## config.mk

```make
export PLATFORM = sky130hd
export DESIGN_NAME = msp_search
export DESIGN_NICKNAME = d
export VERILOG_FILES = /design/src/rtl/core/msp_pkg.sv /design/src/rtl/core/msp_search.sv
export SDC_FILE = /design/constraint.sdc
export NUM_CORES = 1
export LEC_CHECK = 0
export ABC_CLOCK_PERIOD_IN_PS = 6500
export BUFFER_PORTS_ARGS = -buffer_cell sky130_fd_sc_hd__buf_2
export CAP_MARGIN = 20
export CORE_MARGIN = 5
export CORE_UTILIZATION = 55
export DETAILED_ROUTE_END_ITERATION = 7
export GPL_TIMING_DRIVEN = 1
export PLACE_DENSITY = 0.71
export SYNTH_ARGS = -nofsm -noshare
export SYNTH_HDL_FRONTEND = slang
export SYNTH_SLANG_ARGS = --single-unit
```

## constraint.sdc

```tcl
create_clock -name clk -period 6.5 [get_ports clk]
set_input_delay 0.325 -clock clk [delete_from_list [all_inputs] [get_ports clk]]
set_output_delay 0.325 -clock clk [all_outputs]
set_load 0.005 [all_outputs]
```

## src/rtl/core/msp_pkg.sv

```systemverilog
package msp_pkg;

  localparam int NODES    = 16;
  localparam int IDX_W    = $clog2(NODES);
  localparam int ADDR_W   = 2 * IDX_W;
  localparam int WEIGHT_W = 16;
  localparam int DIST_W   = 24;
  localparam int MAX_OUT  = 16;
  localparam int OUT_W    = $clog2(MAX_OUT);

  localparam logic [DIST_W-1:0] DIST_INF = {DIST_W{1'b1}};
  localparam logic [IDX_W-1:0]  LAST_IDX = IDX_W'(NODES - 1);
  localparam logic [OUT_W-1:0]  LAST_OUT = OUT_W'(MAX_OUT - 1);

  // command codes carried on mode
  localparam logic MODE_EDGE  = 1'b0;
  localparam logic MODE_ROUTE = 1'b1;

  typedef enum logic [1:0] {
    SR_IDLE,
    SR_RELAX,
    SR_DRAIN
  } srch_state_t;

  typedef enum logic [1:0] {
    TS_IDLE,
    TS_SEARCH,
    TS_EMIT
  } top_state_t;

  // search status back to the command side
  typedef struct packed {
    logic done;
    logic found;
  } srch_stat_t;

endpackage

```

## src/rtl/core/msp_search.sv

```systemverilog
module msp_search (
  input  logic                           clk,
  input  logic                           rst,
  input  logic                           go,
  input  logic [msp_pkg::IDX_W-1:0]      src,
  input  logic [msp_pkg::IDX_W-1:0]      dst,
  output logic [msp_pkg::ADDR_W-1:0]     ram_addr,
  input  logic [msp_pkg::WEIGHT_W-1:0]   ram_rdata,
  input  logic [msp_pkg::IDX_W-1:0]      pred_addr,
  output logic [msp_pkg::IDX_W-1:0]      pred_data,
  output msp_pkg::srch_stat_t            stat
);

  msp_pkg::srch_state_t state, state_next;

  logic [msp_pkg::DIST_W-1:0] distance [msp_pkg::NODES];
  logic [msp_pkg::IDX_W-1:0]  pred     [msp_pkg::NODES];
  logic [msp_pkg::NODES-1:0]  settled;

  logic [msp_pkg::IDX_W-1:0]  k;
  logic [msp_pkg::DIST_W-1:0] dist_k;
  logic [msp_pkg::IDX_W-1:0]  src_q;
  logic [msp_pkg::IDX_W-1:0]  cnt;

  logic                       s1_valid;
  logic [msp_pkg::IDX_W-1:0]  s1_idx;
  logic                       s2_valid;
  logic [msp_pkg::IDX_W-1:0]  s2_idx;
  logic [msp_pkg::DIST_W-1:0] s2_d;
  logic                       s2_elig;

  logic                       best_v;
  logic [msp_pkg::IDX_W-1:0]  best_i;
  logic [msp_pkg::DIST_W-1:0] best_d;

  logic                       start_q;
  logic                       issue;
  logic                       pick;
  logic                       pick_end;

  logic [msp_pkg::DIST_W:0]   sum;
  logic [msp_pkg::DIST_W-1:0] cand;
  logic [msp_pkg::DIST_W-1:0] di;
  logic                       upd;
  logic [msp_pkg::DIST_W-1:0] new_d;
  logic                       elig;
  logic                       take;

  assign start_q   = go && (state == msp_pkg::SR_IDLE);
  assign ram_addr  = {k, cnt};
  assign pred_data = pred[pred_addr];

  // relax unit: saturating add then strict compare against the stored distance
  always_comb begin
    sum   = {1'b0, dist_k} + (msp_pkg::DIST_W + 1)'(ram_rdata);
    cand  = sum[msp_pkg::DIST_W] ? msp_pkg::DIST_INF : sum[msp_pkg::DIST_W-1:0];
    di    = distance[s1_idx];
    upd   = (ram_rdata != '0) && !settled[s1_idx] && (cand < di);
    new_d = upd ? cand : di;
    elig  = !settled[s1_idx] && (new_d != msp_pkg::DIST_INF);
    take  = s2_valid && s2_elig && (!best_v || (s2_d < best_d));
  end

  always_ff @(posedge clk) begin
    if (rst) begin
      state <= msp_pkg::SR_IDLE;
    end else begin
      state <= state_next;
    end
  end

  always_comb begin
    state_next = state;
    issue      = 1'b0;
    pick       = 1'b0;
    pick_end   = 1'b0;
    case (state)
      msp_pkg::SR_IDLE: begin
        if (go && (src != dst)) begin
          state_next = msp_pkg::SR_RELAX;
        end
      end
      msp_pkg::SR_RELAX: begin
        issue = 1'b1;
        if (cnt == msp_pkg::LAST_IDX) begin
          state_next = msp_pkg::SR_DRAIN;
        end
      end
      msp_pkg::SR_DRAIN: begin
        if (!s1_valid && !s2_valid) begin
          pick     = 1'b1;
          pick_end = !best_v || (best_i == src_q);
          state_next = pick_end ? msp_pkg::SR_IDLE : msp_pkg::SR_RELAX;
        end
      end
      default: state_next = msp_pkg::SR_IDLE;
    endcase
  end

  // control
  always_ff @(posedge clk) begin
    if (rst) begin
      s1_valid   <= 1'b0;
      s2_valid   <= 1'b0;
      best_v     <= 1'b0;
      stat.done  <= 1'b0;
      stat.found <= 1'b0;
      settled    <= '0;
    end else begin
      s1_valid   <= issue;
      s2_valid   <= s1_valid;
      stat.done  <= (start_q && (src == dst)) || pick_end;
      stat.found <= pick_end && best_v;
      if (start_q || pick) begin
        best_v <= 1'b0;
      end else if (take) begin
        best_v <= 1'b1;
      end
      if (start_q) begin
        settled <= {{(msp_pkg::NODES-1){1'b0}}, 1'b1} << dst;
      end else if (pick && best_v) begin
        settled[best_i] <= 1'b1;
      end
    end
  end

  // datapath
  always_ff @(posedge clk) begin
    if (start_q) begin
      for (int i = 0; i < msp_pkg::NODES; i++) begin
        distance[i] <= (i == int'(dst)) ? '0 : msp_pkg::DIST_INF;
        pred[i]     <= (i == int'(dst)) ? dst : '0;
      end
      k             <= dst;
      dist_k        <= '0;
      src_q         <= src;
      cnt           <= '0;
    end else begin
      if (issue) begin
        cnt <= cnt + 1'b1;
      end
      if (s1_valid && upd) begin
        distance[s1_idx] <= cand;
        pred[s1_idx]     <= k;
      end
      if (pick && best_v) begin
        k      <= best_i;
        dist_k <= best_d;
        cnt    <= '0;
      end
    end
    s1_idx  <= cnt;
    s2_idx  <= s1_idx;
    s2_d    <= new_d;
    s2_elig <= elig;
    if (take) begin
      best_i <= s2_idx;
      best_d <= s2_d;
    end
  end

  a_go_idle: assert property (@(posedge clk) disable iff (rst)
    go |-> (state == msp_pkg::SR_IDLE))
    else $error("search started while busy");

  a_pipe_order: assert property (@(posedge clk) disable iff (rst)
    s2_valid |-> $past(s1_valid))
    else $error("min stage fired without a relax beat");

  a_pick_unsettled: assert property (@(posedge clk) disable iff (rst)
    (pick && best_v) |-> !settled[best_i])
    else $error("picked a node that is already settled");

  a_found_settled: assert property (@(posedge clk) disable iff (rst)
    (stat.done && stat.found) |-> settled[src_q])
    else $error("route reported before the source settled");

endmodule

```

==> run summary <==
hold buffers post-CTS - 4
DRC Markers - 0
WL met1 - 27500 um
Max Fclk - 175 MHz
flops & latches, synth - 568
Post-DRT Antenna Nets - 0
MaxCap Viol Count - 0
worst-case clock skew - 0.0235 ns
PortBufs - 44
outcome - completed
highest routed layer - met4
post-synthesis mux area share - 12.5%
Tcrit/Tclk final - 87.7%
CTS tree - yes
Boundary Pins - 45
placed insts - 2626
largest family of logic cells by synthesized area - multiplexers
placeable core region - 48600 um^2
Synth-to-Final Area Change - 12.6%
flop-to-flop setup slack - 0.80 ns
Compound-Gate Fraction of Synth Area - 11.7%
Longest Clk Path Bufs - 3
Worst slew margin - 32.7%
setup repair after global routing missed its margin - false
layout cell share with drive strength beyond 1 - 21.2%
met3 wire len - 7120 um
CTS H-tree lvls - 2
antenna violations before repair - 0
number of CTS-inserted buffers - 57
Filler Cell Count - 3634
insertion delay to the later sink of the worst-skew pair - 0.63 ns
P_leak - 9.93 nW
Synth cell types - 62
post-CTS setup buffers - 0
total number of vias - 18.1k
Final Max Slew Viols - 0
number of flops mapped to enable cells by yosys - 484
Starting DRT DRC Count - 2473
Initial Util - 55.2%
Post-Layout Cell Count - 2741
met2 WL - 33800 um
Syn Inst Count - 2037
Post-Synth Adder-Cell Area - 3.01%
Clock Tree Root - clkbuf_16
DRT Wirelength - 69500 um
fin crit period - 5.70 ns
clk slew on worst S/H paths - 0.06 ns
CP arrival - 6.05 ns
Die Wd - 231 um
Clock Sink Count - 568
Hold Vio Cnt, Final - 0
hpwl dp - 47000 um
most common cell after layout, fill and taps aside - edfxtp_1
share of the yosys chip area belonging to registers - 60.4%
WP data required - 6.85 ns
RePlAce Congestion - 0.927
commonest cells after routing, fill and taps aside - 484 x edfxtp_1, 447 x a21oi_1, 142 x mux4_2, 129 x nand2_1, 85 x buf_4
Hold Crit Class - primary input to flop
critical path type - flop to flop
syn_nets - 2132
Vias/cell - 6.60
total gr overflow - 0
Mapped Area - 26900 um^2
DR WL/cell - 25.4 um
Hold Slack - 0.143 ns
Synth Flop Type - edfxtp_1
TNS Setup - 0 ns
Simple-Gate Fraction of Synth Area - 7.64%
Nets - 2166
Rows - 81
Yosys warning count - 0
die area - 53300 um^2
Critical Path Sink Type - flop
all-layer global routing usage - 26.0%
Pwr Density - 294 nW/um^2
DRT Pass-1 Iters - 6
largest net degree at the start of global routing - 50
vias in the first global route - 17.7k
Peak VDD IR - 177 uV
XOR/XNOR Fraction of Synth Area - 0.815%
CTS resizes - 0
first-pass GRT wire length - 108000 um
Die Y - 231 um
Synth async-reset ratio - 0%
final setup fails - 0
Slew @ Worst Pin - 1.01 ns
crit-path max FO - 39
Avg Inst Size Synth - 13.2 um^2
Worst setup SP type - flop
==> worst paths after layout <==
| path | from | endpoint | cells after the start |
|---|---|---|---|
| setup / recovery | dist_k[4] | distance[11][5] | 22 |
| hold reg to reg | s2_idx[1] | best_i[1] | 0 |
| hold / removal | rst | settled[7] | 2 |
| setup reg to reg | dist_k[4] | distance[11][5] | 22 |
==> worst max-delay path, stage by stage (launching register included) <==
cell and delay [ns]:
dfxtp_1 0.32, ha_1 0.35, a21o_1 0.22, a31o_2 0.25
nor3_1 0.33, o21ai_0 0.19, a31oi_1 0.56, nor2_1 0.13
o32ai_2 0.15, buf_4 0.30, inv_1 0.07, ha_1 0.29
and3_1 0.22, nand4_1 0.16, a21oi_1 0.17, o31ai_1 0.18
nand4_2 0.17, buf_12 0.28, nor3_2 0.06, buf_4 0.21
nor3_4 0.26, buf_4 0.36, a21oi_1 0.10
==> synthesized netlist by cell type, types with 6 or more instances <==
library cell	n	area, um^2
buf_1	18	67.6
nor4_2	6	75.1
a211oi_1	12	90.1
nand2b_1	16	100
nor2_1	56	210
nand2_1	129	484
buf_2	31	155
mux2i_1	11	110
mux4_2	142	3200
a21oi_1	447	2240
a21o_1	48	360
nor2b_1	17	106
nand3_1	9	45.0
nor3_1	35	175
and2_1	11	68.8
o21ai_0	44	220
ha_1	63	788
nor4_1	33	206
edfxtp_1	484	14500
or2_2	17	106
inv_1	78	293
clkbuf_1	123	462
o31ai_1	6	45.0
xor2_1	12	105
xnor2_1	13	114
dfxtp_1	84	1680
nand4_1	21	131
nor3_2	12	120
==> registers in the layout, summed over array words and instances (netlist names), 4 cells and up <==
name,flops
distance,384
pred,64
best_d,24
dist_k,24
s2_d,24
settled,16
best_i,4
cnt,4
k,4
s1_idx,4
s2_idx,4
src_q,4
==> cell type report <==
type,count,area [um^2],share of cell area (%)
diodes,1,2.50,0.00828
clock buffers,73,1580,5.22
clock inverters,33,269,0.890
inverters,80,300,0.993
multi-input cells,1209,9760,32.3
flip-flops and latches,568,16200,53.7
well taps,622,778,2.57
repair buffers,155,1320,4.37
==> where the power goes <==
group          internal [mW]  switching (mW)
sequential              4.17           0.134
clock                   1.87            1.41
combinational          0.544           0.750
==> stage by stage <==
step | util [%] | cell area, um^2 | worst slack (ns) | power [mW]
2_1_floorplan | - | 26900 | 0.927 | 5.18
3_3_place_gp | 58.0 | 28200 | 0.411 | 5.61
3_5_place_dp | 58.1 | 28300 | 0.505 | 5.65
4_1_cts | 62.0 | 30100 | 0.630 | 8.89
5_1_grt | 62.1 | 30200 | 0.423 | 9.17
6_report | 62.2 | 30200 | 0.799 | 8.87
==> logic make-up (layout without fill, tap and decap cells) <==
kind of cell,after synthesis,in the layout
AO/OA/AOI/OAI,581,581
flip-flops,568,568
AND/OR/NAND/NOR,382,382
buffers and inverters,260,341
multiplexers,157,157
adder cells (fa/ha/maj),64,64
XOR/XNOR,25,25
other,0,1
==> routing by layer <==
layer | global-route usage (%) | vias up
met1 | 37.8 | 9100
met3 | 4.93 | 96
met4 | 5.61 | 0
met2 | 41.8 | 1012
li1 | - | 7884
met5 | 0 | -
Note: power is estimated with default switching activity, not from simulation.
